==> src/design/ste_pkg.sv <==
// Shared constants and types for the synced timestamp extrapolator.
package ste_pkg;

    localparam int SecW  = 32;
    localparam int NsecW = 30;
    localparam int EvW   = 8;

    localparam logic [NsecW-1:0] NSEC_PER_SEC = 30'd1000000000;
    localparam logic [NsecW-1:0] NSEC_MAX     = 30'd999999999;
    localparam logic [SecW-1:0]  EPOCH_OFFSET = 32'd631152000;

    // request kinds
    localparam logic KIND_SYNC = 1'b0;
    localparam logic KIND_READ = 1'b1;

    // response status
    localparam logic STATUS_OK  = 1'b0;
    localparam logic STATUS_ERR = 1'b1;

    // control carried with a request down the pipe
    typedef struct packed {
        logic is_sync;
        logic is_err;
    } t_stage_ctrl;

    // base timestamp and elapsed time for one read
    typedef struct packed {
        logic [SecW-1:0]  base_sec;
        logic [NsecW-1:0] base_nsec;
        logic [SecW-1:0]  delta_sec;
        logic [NsecW-1:0] delta_nsec;
    } t_delta;

endpackage

==> src/design/ste_if.sv <==
// Request and response channel interfaces.
interface ste_req_if;
    logic                            valid;
    logic                            ready;
    logic                            kind;
    logic [ste_pkg::EvW-1:0]         event_number;
    logic [ste_pkg::SecW-1:0]        local_sec;
    logic [ste_pkg::NsecW-1:0]       local_nsec;
    logic [ste_pkg::SecW-1:0]        sync_sec;
    logic [ste_pkg::NsecW-1:0]       sync_nsec;

    modport source (
        output valid, kind, event_number, local_sec, local_nsec, sync_sec, sync_nsec,
        input  ready
    );
    modport sink (
        input  valid, kind, event_number, local_sec, local_nsec, sync_sec, sync_nsec,
        output ready
    );
endinterface

interface ste_rsp_if;
    logic                            valid;
    logic                            ready;
    logic [ste_pkg::SecW-1:0]        time_sec;
    logic [ste_pkg::NsecW-1:0]       time_nsec;
    logic                            status;

    modport source (
        output valid, time_sec, time_nsec, status,
        input  ready
    );
    modport sink (
        input  valid, time_sec, time_nsec, status,
        output ready
    );
endinterface

==> src/design/synced_timestamp_extrapolator.sv <==
// Top level: timestamp extrapolator from a synced reference and a local clock.
//
//  channel | dir | modport | carries
//  --------+-----+---------+----------------------------------------------------
//  i_req   | in  | sink    | kind, event_number, local_sec/nsec, sync_sec/nsec
//  o_rsp   | out | source  | time_sec, time_nsec, status
//
// One request per cycle while responses are taken; every request gives one
// response, registered through the delta, accumulate and monotonic stages.
// The monotonic stage compares with and updates the last reported time in the
// same cycle, so back-to-back reads see each other's result.
// Reset (synchronous, active low) empties the pipe, clears the synced flag and
// zeroes the last reported time. A stalled response holds the pipe; bubbles
// collapse, so requests are still taken while a response waits if a stage is empty.
module synced_timestamp_extrapolator (
    input  logic          i_clk,
    input  logic          i_rst_n,
    ste_req_if.sink       i_req,
    ste_rsp_if.source     o_rsp
);

    localparam int SecW  = ste_pkg::SecW;
    localparam int NsecW = ste_pkg::NsecW;

    // Stage A registers
    logic                r_a_valid;
    ste_pkg::t_stage_ctrl r_a_ctrl;
    ste_pkg::t_delta     r_a_delta;
    // Stage B registers
    logic                r_b_valid;
    ste_pkg::t_stage_ctrl r_b_ctrl;
    logic [SecW-1:0]     r_b_sec;
    logic [NsecW-1:0]    r_b_nsec;
    // Stage C (response) registers
    logic                r_c_valid;
    logic [SecW-1:0]     r_c_sec;
    logic [NsecW-1:0]    r_c_nsec;
    logic                r_c_status;

    // Reference and history state
    logic                r_synced;
    logic [SecW-1:0]     r_ref_sec;
    logic [NsecW-1:0]    r_ref_nsec;
    logic [SecW-1:0]     r_ref_lsec;
    logic [NsecW-1:0]    r_ref_lnsec;
    logic [SecW-1:0]     r_last_sec;
    logic [NsecW-1:0]    r_last_nsec;

    // Pipe control: a stage loads when it is empty or its content moves on.
    logic c_move, b_move, a_move, accept;
    assign c_move = !r_c_valid || o_rsp.ready;
    assign b_move = !r_b_valid || c_move;
    assign a_move = !r_a_valid || b_move;
    assign accept = i_req.valid && a_move;
    assign i_req.ready = a_move;

    // ---------------- Stage A: clamp inputs, take elapsed local time --------
    logic [NsecW-1:0]     lnsec, snsec;
    logic                 is_sync;
    ste_pkg::t_stage_ctrl n_a_ctrl;
    ste_pkg::t_delta      n_a_delta;

    always_comb begin
        // saturate out-of-range nanoseconds on arrival
        lnsec = (i_req.local_nsec > ste_pkg::NSEC_MAX) ? ste_pkg::NSEC_MAX
                                                       : i_req.local_nsec;
        snsec = (i_req.sync_nsec > ste_pkg::NSEC_MAX) ? ste_pkg::NSEC_MAX
                                                      : i_req.sync_nsec;
        is_sync = (i_req.kind == ste_pkg::KIND_SYNC);

        n_a_ctrl.is_sync = is_sync;
        // bad event, or unsynced and local clock not past the 1990 epoch
        n_a_ctrl.is_err  = !is_sync &&
                           ((i_req.event_number != '0) ||
                            (!r_synced && (i_req.local_sec <= ste_pkg::EPOCH_OFFSET)));

        if (!r_synced) begin
            // unsynced read: local seconds shifted to the 1990 epoch
            n_a_delta.base_sec   = '0;
            n_a_delta.base_nsec  = '0;
            n_a_delta.delta_sec  = i_req.local_sec - ste_pkg::EPOCH_OFFSET;
            n_a_delta.delta_nsec = lnsec;
        end else if (lnsec >= r_ref_lnsec) begin
            n_a_delta.base_sec   = r_ref_sec;
            n_a_delta.base_nsec  = r_ref_nsec;
            n_a_delta.delta_sec  = i_req.local_sec - r_ref_lsec;
            n_a_delta.delta_nsec = lnsec - r_ref_lnsec;
        end else begin
            // borrow one second into the nanoseconds
            n_a_delta.base_sec   = r_ref_sec;
            n_a_delta.base_nsec  = r_ref_nsec;
            n_a_delta.delta_sec  = i_req.local_sec - r_ref_lsec - 32'd1;
            n_a_delta.delta_nsec = ste_pkg::NSEC_PER_SEC - r_ref_lnsec + lnsec;
        end
    end

    // ---------------- Stage B: base plus elapsed, carry nanoseconds --------
    logic [SecW-1:0]  n_b_sec;
    logic [NsecW-1:0] n_b_nsec;

    ste_accum u_accum (
        .i_delta (r_a_delta),
        .o_sec   (n_b_sec),
        .o_nsec  (n_b_nsec)
    );

    // ---------------- Stage C: never report a time earlier than the last ----
    logic [SecW-1:0]  sec_diff;
    logic             not_earlier;
    logic             take_new;
    logic [SecW-1:0]  n_c_sec;
    logic [NsecW-1:0] n_c_nsec;
    logic             n_c_status;

    always_comb begin
        sec_diff    = r_b_sec - r_last_sec;
        not_earlier = (sec_diff == '0) ? (r_b_nsec >= r_last_nsec) : !sec_diff[SecW-1];
        take_new    = r_b_valid && c_move && !r_b_ctrl.is_sync && !r_b_ctrl.is_err
                      && not_earlier;

        if (r_b_ctrl.is_sync || r_b_ctrl.is_err) begin
            n_c_sec    = '0;
            n_c_nsec   = '0;
            n_c_status = r_b_ctrl.is_err ? ste_pkg::STATUS_ERR : ste_pkg::STATUS_OK;
        end else if (not_earlier) begin
            n_c_sec    = r_b_sec;
            n_c_nsec   = r_b_nsec;
            n_c_status = ste_pkg::STATUS_OK;
        end else begin
            // hold the last reported time
            n_c_sec    = r_last_sec;
            n_c_nsec   = r_last_nsec;
            n_c_status = ste_pkg::STATUS_OK;
        end
    end

    // ---------------- Control state ----------------------------------------
    always_ff @(posedge i_clk) begin
        if (!i_rst_n) begin
            r_a_valid   <= 1'b0;
            r_b_valid   <= 1'b0;
            r_c_valid   <= 1'b0;
            r_synced    <= 1'b0;
            r_last_sec  <= '0;
            r_last_nsec <= '0;
        end else begin
            if (a_move) begin
                r_a_valid <= accept;
            end
            if (b_move) begin
                r_b_valid <= r_a_valid;
            end
            if (c_move) begin
                r_c_valid <= r_b_valid;
            end
            if (accept && is_sync) begin
                r_synced <= 1'b1;
            end
            if (take_new) begin
                r_last_sec  <= r_b_sec;
                r_last_nsec <= r_b_nsec;
            end
        end
    end

    // ---------------- Payload registers ------------------------------------
    always_ff @(posedge i_clk) begin
        if (accept && is_sync) begin
            // capture reference with the local sample of the same moment
            r_ref_sec   <= i_req.sync_sec;
            r_ref_nsec  <= snsec;
            r_ref_lsec  <= i_req.local_sec;
            r_ref_lnsec <= lnsec;
        end
        if (a_move) begin
            r_a_ctrl  <= n_a_ctrl;
            r_a_delta <= n_a_delta;
        end
        if (b_move) begin
            r_b_ctrl <= r_a_ctrl;
            r_b_sec  <= n_b_sec;
            r_b_nsec <= n_b_nsec;
        end
        if (c_move) begin
            r_c_sec    <= n_c_sec;
            r_c_nsec   <= n_c_nsec;
            r_c_status <= n_c_status;
        end
    end

    assign o_rsp.valid     = r_c_valid;
    assign o_rsp.time_sec  = r_c_sec;
    assign o_rsp.time_nsec = r_c_nsec;
    assign o_rsp.status    = r_c_status;

endmodule

==> src/design/ste_accum.sv <==
// Adds elapsed time to the base timestamp with nanosecond carry.
module ste_accum (
    input  ste_pkg::t_delta                i_delta,
    output logic [ste_pkg::SecW-1:0]       o_sec,
    output logic [ste_pkg::NsecW-1:0]      o_nsec
);

    logic [ste_pkg::NsecW:0]  nsum;
    logic [ste_pkg::SecW-1:0] ssum;
    logic                     carry;

    always_comb begin
        nsum  = {1'b0, i_delta.base_nsec} + {1'b0, i_delta.delta_nsec};
        ssum  = i_delta.base_sec + i_delta.delta_sec;
        carry = (nsum >= {1'b0, ste_pkg::NSEC_PER_SEC});
        if (carry) begin
            o_nsec = ste_pkg::NsecW'(nsum - {1'b0, ste_pkg::NSEC_PER_SEC});
            o_sec  = ssum + 32'd1;
        end else begin
            o_nsec = nsum[ste_pkg::NsecW-1:0];
            o_sec  = ssum;
        end
    end

endmodule
==> src/flat_wrapper.sv <==
// flat-port wrapper written by rule: the top's interface ports become plain ports
module synced_timestamp_extrapolator_flat 
  (i_clk, i_rst_n, i_req_valid, i_req_kind, i_req_event_number, i_req_local_sec, i_req_local_nsec, i_req_sync_sec, i_req_sync_nsec, i_req_ready, o_rsp_valid, o_rsp_time_sec, o_rsp_time_nsec, o_rsp_status, o_rsp_ready);
  ste_req_if i_req_i ();
  ste_rsp_if o_rsp_i ();
  input  logic i_clk;
  input  logic i_rst_n;
  input wire logic [$bits(i_req_i.valid)-1:0] i_req_valid;
  input wire logic [$bits(i_req_i.kind)-1:0] i_req_kind;
  input wire logic [$bits(i_req_i.event_number)-1:0] i_req_event_number;
  input wire logic [$bits(i_req_i.local_sec)-1:0] i_req_local_sec;
  input wire logic [$bits(i_req_i.local_nsec)-1:0] i_req_local_nsec;
  input wire logic [$bits(i_req_i.sync_sec)-1:0] i_req_sync_sec;
  input wire logic [$bits(i_req_i.sync_nsec)-1:0] i_req_sync_nsec;
  output wire logic [$bits(i_req_i.ready)-1:0] i_req_ready;
  output wire logic [$bits(o_rsp_i.valid)-1:0] o_rsp_valid;
  output wire logic [$bits(o_rsp_i.time_sec)-1:0] o_rsp_time_sec;
  output wire logic [$bits(o_rsp_i.time_nsec)-1:0] o_rsp_time_nsec;
  output wire logic [$bits(o_rsp_i.status)-1:0] o_rsp_status;
  input wire logic [$bits(o_rsp_i.ready)-1:0] o_rsp_ready;
  assign i_req_i.valid = i_req_valid;
  assign i_req_i.kind = i_req_kind;
  assign i_req_i.event_number = i_req_event_number;
  assign i_req_i.local_sec = i_req_local_sec;
  assign i_req_i.local_nsec = i_req_local_nsec;
  assign i_req_i.sync_sec = i_req_sync_sec;
  assign i_req_i.sync_nsec = i_req_sync_nsec;
  assign i_req_ready = i_req_i.ready;
  assign o_rsp_valid = o_rsp_i.valid;
  assign o_rsp_time_sec = o_rsp_i.time_sec;
  assign o_rsp_time_nsec = o_rsp_i.time_nsec;
  assign o_rsp_status = o_rsp_i.status;
  assign o_rsp_i.ready = o_rsp_ready;
  synced_timestamp_extrapolator u_core (.i_clk(i_clk), .i_rst_n(i_rst_n), .i_req(i_req_i), .o_rsp(o_rsp_i));
endmodule
==> config.mk <==
export PLATFORM = sky130hd
export DESIGN_NAME = synced_timestamp_extrapolator_flat
export DESIGN_NICKNAME = d
export VERILOG_FILES = /design/src/design/ste_pkg.sv /design/src/design/ste_if.sv /design/src/design/synced_timestamp_extrapolator.sv /design/src/design/ste_accum.sv /design/src/flat_wrapper.sv
export SDC_FILE = /design/constraint.sdc
export NUM_CORES = 1
export LEC_CHECK = 0
export CAP_MARGIN = 20
export CORE_AREA = 2 2 221 223
export DETAILED_ROUTE_END_ITERATION = 6
export DIE_AREA = 0 0 223 225
export DONT_BUFFER_PORTS = 1
export PLACE_DENSITY = 0.89
export RECOVER_POWER = 100
export SLEW_MARGIN = 20
export SYNTH_ARGS = -nofsm -noshare
export SYNTH_HDL_FRONTEND = slang
export SYNTH_HIERARCHICAL = 1
export SYNTH_SLANG_ARGS = --single-unit
==> constraint.sdc <==
create_clock -name i_clk -period 8.37 [get_ports i_clk]
set_input_delay 0.4185 -clock i_clk [delete_from_list [all_inputs] [get_ports i_clk]]
set_output_delay 0.4185 -clock i_clk [all_outputs]
set_load 0.01 [all_outputs]
* Yosys cells after proc, flatten, opt, wreduce, memory -nomap -nowiden *
Index checks and enable logic that the tools add are counted.

operators by class
  multiplexer cells = 9
  bitwise operators = 1
  reductions and logical operators = 22
  $add $sub $neg = 11
  order comparisons = 6

operator list
  operator                                                             count
  two-way mux 62 bit                                                   2
  two-way mux 30 bit                                                   3
  two-way mux 32 bit                                                   2
  subtractor 32 bit                                                    2
  greater-or-equal comparator 30 bit                                   2
  > comparator 30 bit, second input constant                           2
  adder 32 x 1 -> 32 bit, second input constant                        1
  adder 32 bit                                                         1
  less-or-equal comparator 32 x 30 -> 1 bit, second input constant     1
  logical NOT 32 bit                                                   1
  subtractor 32 x 1 -> 32 bit, second input constant                   1
  subtractor 32 x 30 -> 32 bit, second input constant                  1
  adder 30 x 30 -> 31 bit                                              1
  greater-or-equal comparator 31 x 30 -> 1 bit, second input constant  1
  adder 30 bit                                                         1
  subtractor 30 bit                                                    1
  subtractor 30 bit, first input constant                              1
  subtractor 30 bit, second input constant                             1
  logical AND 1 bit                                                    8
  nonzero test 8 bit                                                   1
  logical NOT 1 bit                                                    7
  logical OR 1 bit                                                     5
  two-way mux 1 bit                                                    2
  NOT 1 bit                                                            1

word-level totals
  bits of input ports = 137
  register bits after elaboration = 443
  logic and storage cells = 72

* Depth between registers and ports, before layout *
Gate-level depths: netlist of the first run.

  depth after elaboration = 6
  gate-level depth with buffers = 20
  gate-level depth less buffers = 20

* Cells and area by module *
The synthesis of the first run kept the hierarchy.

by module, submodules not included
  module                         cells each  instances  area an instance (um2)  sequential area each (um2)
  synced_timestamp_extrapolator  2467        1          25941.1                 12642.1
  ste_accum                      701         1          4848.4                  0.0

* Worst setup path before layout of the first run *
Ideal clock, no wire load.

  path kind = input to register
  start point = input port o_rsp_ready
  end point = register u_core.r_ref_lnsec[0], enable pin
  required time = 7560 ps
  path slack = 1108 ps
  library setup time = 810 ps
  buffers on the path = 0
  cell stages on the path = 3
  arrival = 6451 ps
  cells stage by stage = nor2b_1 > nand3_1 > and3_1

on the way
  word-level cells in the longest chain between the ends = 5

RTL lines
  item                   line                                  text
  start, declared        flat_wrapper.sv:20                    input wire logic [$bits(o_rsp_i.ready)-1:0] o_rsp_ready;
  logical OR 1 bit       synced_timestamp_extrapolator.sv:51   assign c_move = !r_c_valid || o_rsp.ready;
  logical OR 1 bit       synced_timestamp_extrapolator.sv:52   assign b_move = !r_b_valid || c_move;
  logical OR 1 bit       synced_timestamp_extrapolator.sv:53   assign a_move = !r_a_valid || b_move;
  named net i_req_ready  flat_wrapper.sv:15                    output wire logic [$bits(i_req_i.ready)-1:0] i_req_ready;
  logical AND 1 bit      synced_timestamp_extrapolator.sv:54   assign accept = i_req.valid && a_move;
  logical AND 1 bit      synced_timestamp_extrapolator.sv:168  if (accept && is_sync) begin
  end signal, assigned   synced_timestamp_extrapolator.sv:173  r_ref_lnsec <= lnsec;
  end, declared          synced_timestamp_extrapolator.sv:45   logic [NsecW-1:0] r_ref_lnsec;

The timed path passes the listed nets, and every way through them passes these cells.
A chain may end at the register's enable or synchronous reset.

* Worst setup path in the final report of the first run *
  start point = register u_core/r_a_delta[0] (netlist bit)
  end point = register u_core.r_b_sec[1] (data pin)

on the way
  word-level cells in the longest chain between the ends = 3

RTL lines
  item                                          line                                  text
  start, declared                               synced_timestamp_extrapolator.sv:28   ste_pkg::t_delta r_a_delta;
  start signal, assigned                        synced_timestamp_extrapolator.sv:177  r_a_delta <= n_a_delta;
  adder 30 x 30 -> 31 bit                       ste_accum.sv:13                       nsum = {1'b0, i_delta.base_nsec} + {1'b0, i_delta.delta_nsec};
  greater-or-equal comparator 31 x 30 -> 1 bit  ste_accum.sv:15                       carry = (nsum >= {1'b0, ste_pkg::NSEC_PER_SEC});
  two-way mux 32 bit                            ste_accum.sv:16                       if (carry) begin
  named net u_core.n_b_sec[1]                   synced_timestamp_extrapolator.sv:98   logic [SecW-1:0] n_b_sec;
  end signal, assigned                          synced_timestamp_extrapolator.sv:181  r_b_sec <= n_b_sec;
  end, declared                                 synced_timestamp_extrapolator.sv:32   logic [SecW-1:0] r_b_sec;

The timed path passes the listed nets, and every way through them passes these cells.

==> metrics, run 1 <==
status=finished, violations left; failing checks=design-rule violations, max-capacitance violations, max-slew violations; worst-case clock skew=33.3 ps; HP Class=primary input to register; utilization after layout=0.704; arrival time of the worst setup path=between 6000 and 7000 ps; DR vias/cell=6.29; async set-reset flop share out of synthesis=0; Cell Rows=80; GR Overflow Total=0; quantity of I/O buffers inserted on ports=0; post-placement worst setup slack=2730 ps; count of final max-slew check failures=607; slew margin rel.=-1.93; initial core utilization=0.648; share of the clock period used by the worst path after layout=0.778; Pwr per Cell Area=233 nW/um^2; maximum clock rate=0.154 GHz; # hold bufs at CTS=87; fraction of layout instances using a drive strength above 1=0.0459; Detail Route Antenna Nets=0; initial antenna violation count=3; flip-flop and latch count after synthesis=around 440; clock tree from TritonCTS=yes; synthesized netlist net count=3550; total number of vias=24200; Fin Setup TNS=0 ps; Global Route Usage Sum=0.309; TritonCTS buffer count=46; clock input transition at the sequential cells of the worst setup and hold paths=approximately 60 ps; chip width=223 um; Hold Crit Depth=2; Slew @ Worst Pin=4390 ps; Setup violations, final=0; Post-Syn Instances=3168; Post-synth EDFFs=377; number of nets in the final layout=~3600; setup repair after global routing missed its margin=no; number of global-route vias before repair=23400; clock buffer depth=3; clock latency of the later-clocked register in the worst-skew pair=620 ps; layout-stage area growth over the synthesis result=8.72%; cts repair resizes=0; Post-CTS Setup Inserts=0; total die area=around 50000 sq um; critical path required time=slightly below 9000 ps; maximum number of pins on one net before global-route repair=123; height of the die=225 um; clock period minus final worst setup slack=6510 ps; PnR Total Power=0.00779 W; GP Congestion=0.984; top-level I/O count=a little over 200; HPWL after detailed placement=56.8 mm; H-Tree Depth=2; highest ir drop seen on vdd=~0.00026 V; area of the core=47500 sq um; depth of the worst register-to-register path=14; first drt pass iteration count=7; routed wire length per instance=20.2 um; leakage=about 13 nW; highest fanout seen on the critical path=31; Synth Cell Area=30800 sq um; category of the worst setup path launch point=register; root buffer selected by CTS=clkbuf_16; detailed-route wire length=77.7 mm; fraction of the yosys area taken by sequential cells=0.411; kind of critical path=register to register; top_reg_cell synth=edfxtp_1; max-cap viol count=11; initial detailed-routing violation count=2402; mean post-synth cell area=9.72 sq um; setup slack after layout=1860 ps; number of clock sinks=between 400 and 500; number of library cell types mapped by synthesis=114; DRC=1; Hold Vio Cnt, Final=0; YS warnings=6; global-route wire length before repair=around 120 mm; sort of element at the end of the critical path=register
[final cells by class]
type                    count  area (sq um)
multi-input cells        2367         16600
fillers                  3398         14100
flip-flops and latches    443         12600
clock buffers              53          1200
repair buffers             99           948
inverters                 233           875
well taps                 615           769
clock inverters            27           412
diodes                      2          5.00
[cell usage after synthesis, drive strengths merged (12+ instances only)]
| library cell | count | area (sq um) |
|---|---|---|
| mux2i | 131 | 1310 |
| clkbuf | 78 | 293 |
| nor4 | 29 | 239 |
| a21o | 74 | 556 |
| buf | 47 | 320 |
| o21bai | 16 | 120 |
| o21ai | 124 | 621 |
| nand2 | 298 | 1120 |
| nor2b | 26 | 173 |
| inv | 233 | 875 |
| a21oi | 229 | 1190 |
| edfxtp | 377 | 11300 |
| nor3 | 73 | 390 |
| nand4 | 51 | 319 |
| dfxtp | 66 | 1320 |
| a31oi | 22 | 138 |
| xnor2 | 129 | 1140 |
| and2 | 88 | 553 |
| and3 | 18 | 113 |
| or3 | 21 | 136 |
| nand2b | 49 | 307 |
| nor2 | 257 | 975 |
| xor2 | 98 | 866 |
| o21a | 31 | 240 |
| nor3b | 14 | 110 |
| o211ai | 33 | 267 |
| or2 | 15 | 93.9 |
| fa | 18 | 360 |
| nand3 | 67 | 353 |
| ha | 227 | 2840 |
| a2111oi | 12 | 145 |
| a211oi | 27 | 235 |
[where the power goes]
part | leakage [nW] | internal, W | switching [W]
logic | 7.96 | 0.00106 | 0.00158
registers | 4.54 | 0.00273 | 0.000229
clock network | 0.772 | 0.00131 | 0.000889
total | 13.3 | 0.00510 | 0.00269
[per-layer routing]
| layer | up-vias | routed length [um] | track usage |
|---|---|---|---|
| met5 | - | 13 | 0 |
| met4 | 2 | 2270 | 0.0961 |
| met3 | 168 | 5820 | 0.0484 |
| met2 | 1045 | 35700 | 0.504 |
| met1 | 11500 | 33800 | 0.427 |
| li1 | 11500 | - | - |
[metrics by stage]
| step | instance area (sq um) | cells | hold WS (ps) |
|---|---|---|---|
| floorplan | 30800 | 3168 | 400 |
| finish | 33500 | 3839 | 29.6 |
| CTS | 33600 | 3837 | 2.06 |
| global route | 33500 | 3838 | 39.5 |
| detailed placement | 31100 | 3670 | 418 |
| global placement | 31100 | 3670 | 404 |
[placed cells by master (no fill, tap or decap), types with 51 or more instances in the layout]
master	instances
a21o_1	74
a21oi_1	223
and2_0	63
dfxtp_1	66
dlygate4sd3_1	86
edfxtp_1	377
ha_1	227
inv_1	230
mux2i_1	131
nand2_1	297
nand3_1	65
nand4_1	51
nor2_1	256
nor3_1	70
o21ai_0	112
xnor2_1	127
xor2_1	97
[critical path, cell delays in order (launching register included)]
cell and delay, ps:
edfxtp_1 380, ha_1 250, fa_1 430, a21o_1 240, and4_1 230, o21ai_0 490, a211oi_1 250, o21ai_0 350
a21oi_1 150, nor2_1 160, xnor2_1 150, a41oi_1 1310, clkbuf_1 1000, nor2_1 430, mux2_1 450
[worst paths after layout]
path                                  from                         endpoint  slack (ps)
min                    i_req_local_nsec[0]  u_core/r_ref_lnsec[0]$_DFFE_PP_          30
max reg2reg  u_core/r_a_delta[0]$_DFFE_PN_      u_core/r_b_sec[1]$_DFFE_PP_        1860
max          u_core/r_a_delta[0]$_DFFE_PN_      u_core/r_b_sec[1]$_DFFE_PP_        1860
min reg2reg   u_core/r_a_ctrl[0]$_DFFE_PN_     u_core/r_b_ctrl[0]$_DFFE_PP_         430
[registers in the layout, indices dropped and copies added (netlist names)]
register and flops:
u_core/o_rsp.time_nsec 30, u_core/r_b_valid 1, u_core/r_ref_lnsec 30, u_core/r_a_delta 124, u_core/r_ref_lsec 32, u_core/r_last_nsec 30, u_core/o_rsp.status 1, u_core/r_b_ctrl 2
u_core/r_b_sec 32, u_core/r_b_nsec 30, u_core/r_a_ctrl 2, u_core/o_rsp.time_sec 32, u_core/r_ref_sec 32, u_core/r_ref_nsec 30, u_core/o_rsp.valid 1, u_core/r_a_valid 1
u_core/r_synced 1, u_core/r_last_sec 32
[cell families (layout without fill, tap and decap cells)]
logic type / count (synthesis) / after routing / share of synthesized area
flip-flops: 443 / 443 / 0.411
buffers and inverters: 358 / 412 / 0.0483
AND/OR/NAND/NOR: 1060 / 1060 / 0.175
XOR/XNOR: 227 / 227 / 0.0653
AO/OA/AOI/OAI: 696 / 696 / 0.151
other: 0 / 2 / 0
adder cells (fa/ha/maj): 245 / 245 / 0.104
multiplexers: 139 / 139 / 0.0455
Note: power is estimated with default switching activity, not from simulation.
==> inputs of run 2 (changes only) <==
==> constraint.sdc (replaced) <==
create_clock -name i_clk -period 6.4 [get_ports i_clk]
set_input_delay 0.32 -clock i_clk [delete_from_list [all_inputs] [get_ports i_clk]]
set_output_delay 0.32 -clock i_clk [all_outputs]
set_load 0.01 [all_outputs]
==> run 2 against run 1 <==
Net effect:
- the flow finishes with violations (max-capacitance violations, max-slew violations)
- core utilization rose by 0.19 points
- clock-buffer cell count rose by 5
- wire length fell by 0.78%
- die area did not move
- combinational power rose by 32%
- first-iteration DRC count rose by 4.5%
- design area rose by 0.27%
- sequential cell count did not move
- via count rose by 1.2%
- critical path depth rose by 3
- sequential power rose by 31%
- sequential share of layout area fell by 0.091 points
- largest power group unchanged
==> metrics, run 2 (synthesis results as in run 1) <==
kind of critical path=primary input to register; initial core utilization=0.648 (unchanged); total number of vias=24500 (+1.2%); Cell Rows=80 (unchanged); TritonCTS buffer count=47 (+2.2%); layout-stage area growth over the synthesis result=9.02%; register containing the most flip-flops in the final layout=u_core/r_a_delta; HPWL after detailed placement=55.4 mm (-2.4%); Reg2Reg Launch Point=u_core/r_a_delta[4]$_DFFE_PN_; Detail Route Antenna Nets=0 (unchanged); crit-path max cell delay=660 ps (-650 ps); Setup violations, final=0 (unchanged); highest ir drop seen on vdd=0.000221 V (-15%); routed wire length per instance=19.9 um (-1.5%); clock buffer depth=3 (unchanged); clock input transition at the sequential cells of the worst setup and hold paths=60 ps (about the same); critical path required time=6690 ps (-2040 ps); Pwr per Cell Area=298 nW/um^2 (+28%); Hold Crit Depth=1 (-1); cells traversed along the worst timing path=or3_1, o31ai_1, clkbuf_1, nand2b_1, ha_1, ha_1, a21oi_1, o311ai_1, a311oi_1, o21ai_0, a21oi_1, o31a_1, o21ai_1, a311oi_1, o21bai_1, xnor2_1, o221ai_1; Slowest cell on crit path=clkbuf_1; clock period minus final worst setup slack=5420 ps; highest fanout seen on the critical path=16 (-48%); WHS Endpoint=u_core/r_ref_nsec[25]$_SDFFCE_PN1P_; worst setup slack for register-to-register paths=1120 ps (-740 ps); sort of element at the end of the critical path=register; Fin Setup TNS=0 ps (unchanged); share of the clock period used by the worst path after layout=0.847; Global Route Usage Sum=0.305 (-0.00440); worst-case clock skew=16.2 ps (-17.1 ps); root buffer selected by CTS=clkbuf_16; detailed-route wire length=77.1 mm (-0.78%); max-cap viol count=6 (-5); area of the core=47500 sq um (unchanged); category of the worst setup path launch point=primary input; clock latency of the later-clocked register in the worst-skew pair=580 ps (-40 ps); fraction of layout instances using a drive strength above 1=0.0465 (+0.000527); clock tree from TritonCTS=yes; count of final max-slew check failures=347 (-43%); initial detailed-routing violation count=2509 (+4.5%); H-Tree Depth=2 (unchanged); number of nets in the final layout=3595 (+0.64%); DR vias/cell=6.32 (+0.47%); final hold slack=17.2 ps (-12.4 ps); quantity of I/O buffers inserted on ports=0 (unchanged); status=finished, violations left; most frequent standard cell in the layout excluding fill and tap cells=edfxtp_1; maximum clock rate=0.185 GHz; setup repair after global routing missed its margin=no; arrival time of the worst setup path=5710 ps (-1170 ps); Hold Vio Cnt, Final=0 (unchanged); Filler cells=3334 (-1.9%); leakage=13.4 nW (+0.55%); slew margin rel.=-1.32 (+0.605); total die area=50200 sq um (unchanged); GR Overflow Total=0 (unchanged); highest-count cells in the layout ignoring fill and taps=edfxtp_1, nand2_1, nor2_1; initial antenna violation count=3 (unchanged); r2r endpoint=u_core/r_b_nsec[28]$_DFFE_PP_; maximum number of pins on one net before global-route repair=129 (+4.9%); HP Class=primary input to register; chip width=223 um (unchanged); number of global-route vias before repair=23500 (+0.52%); cts repair resizes=0 (unchanged); failing checks=max-capacitance violations, max-slew violations; global-route wire length before repair=123 mm (-0.84%); utilization after layout=0.706 (+0.00192); GP Congestion=0.977 (-0.74%); Post-CTS Setup Inserts=0 (unchanged); start point of the worst min-delay path=i_req_sync_nsec[25]; flip-flop count of the largest register after layout=124 (unchanged); DRC=0 (-1); depth of the worst register-to-register path=14 (unchanged); number of clock sinks=443 (unchanged); first drt pass iteration count=7 (unchanged); height of the die=225 um (unchanged); top-level I/O count=202 (unchanged); Slew @ Worst Pin=3490 ps (-908 ps)
[run 2: changes by cell type in the layout (fill, tap and decap cells not counted), sizes merged]
cell | before | now
dlygate4sd3 | 86 | 103
buf | 5 | 9
bufinv | 9 | 3
clkbuf | 61 | 67
diode | 2 | 3
clkinvlp | 4 | 3
clkinv | 13 | 21
[run 2: critical path, delay by kind of cell]
kind,cells,cell delay [ps]
AO/OA/AOI/OAI,11,3040
XOR/XNOR,1,180
adder cells (fa/ha/maj),2,720
buffers and inverters,1,660
AND/OR/NAND/NOR,2,770
[run 2: per-layer routing]
metal  share of wire  track usage  vias up
met4           0.034        0.108        0
li1                -            -    11500
met2            0.46        0.493     1151
met3           0.077       0.0463      216
met1            0.43        0.420    11600
met5               0            0        -
[run 2: repair_timing]
item | CTS | global route
setup endpoints to repair | 0 | 0
endpoints found under the hold margin | 171 | 1
hold buffers | 103 | 1
[run 2: stage by stage]
stage	setup slack, ps	area [sq um]	cells	power, W
4_1_cts	1610	33700	3864	0.00997
3_3_place_gp	1160	31200	3675	0.00711
2_1_floorplan	804	30800	3168	0.00646
5_1_grt	668	33600	3867	0.0105
3_5_place_dp	1010	31200	3675	0.00723
6_report	982	33600	3868	0.0100
[run 2: where the power goes]
group          leakage, nW  switching [W]  total [W]  internal [W]
sequential            4.55       0.000293    0.00387       0.00357
combinational         8.08        0.00206    0.00346       0.00140
clock                0.729        0.00115    0.00268       0.00153
[run 2: area by class of cell]
class,instances,area [sq um],share of cell area
Multi-Input combinational cell,2367,16600,0.495
Sequential cell,443,12600,0.377
Clock buffer,58,1260,0.0375
Timing Repair Buffer,121,1170,0.0348
Inverter,233,875,0.0261
Tap cell,615,769,0.0229
Clock inverter,28,239,0.00712
Antenna cell,3,7.51,0.000224
[run 2: how the worst max path moves through the flow]
| stage | to | slack [ps] | startpoint |
|---|---|---|---|
| 2_1_floorplan | u_core/r_ref_lnsec[0]$_DFFE_PP_ | 800 | u_core/o_rsp.valid$_SDFFE_PN0N_ |
| 3_3_place_gp | u_core/r_a_delta[28]$_DFFE_PN_ | 1160 | i_req_local_nsec[26] |
| 3_5_place_dp | u_core/r_a_delta[28]$_DFFE_PN_ | 1010 | i_req_local_nsec[26] |
| 4_1_cts | u_core/r_a_delta[28]$_DFFE_PN_ | 1610 | i_req_local_nsec[26] |
| 5_1_grt | u_core/r_b_sec[1]$_DFFE_PP_ | 670 | u_core/r_a_delta[1]$_DFFE_PN_ |
| 6_report | u_core/r_a_delta[26]$_DFFE_PN_ | 980 | i_req_local_nsec[26] |
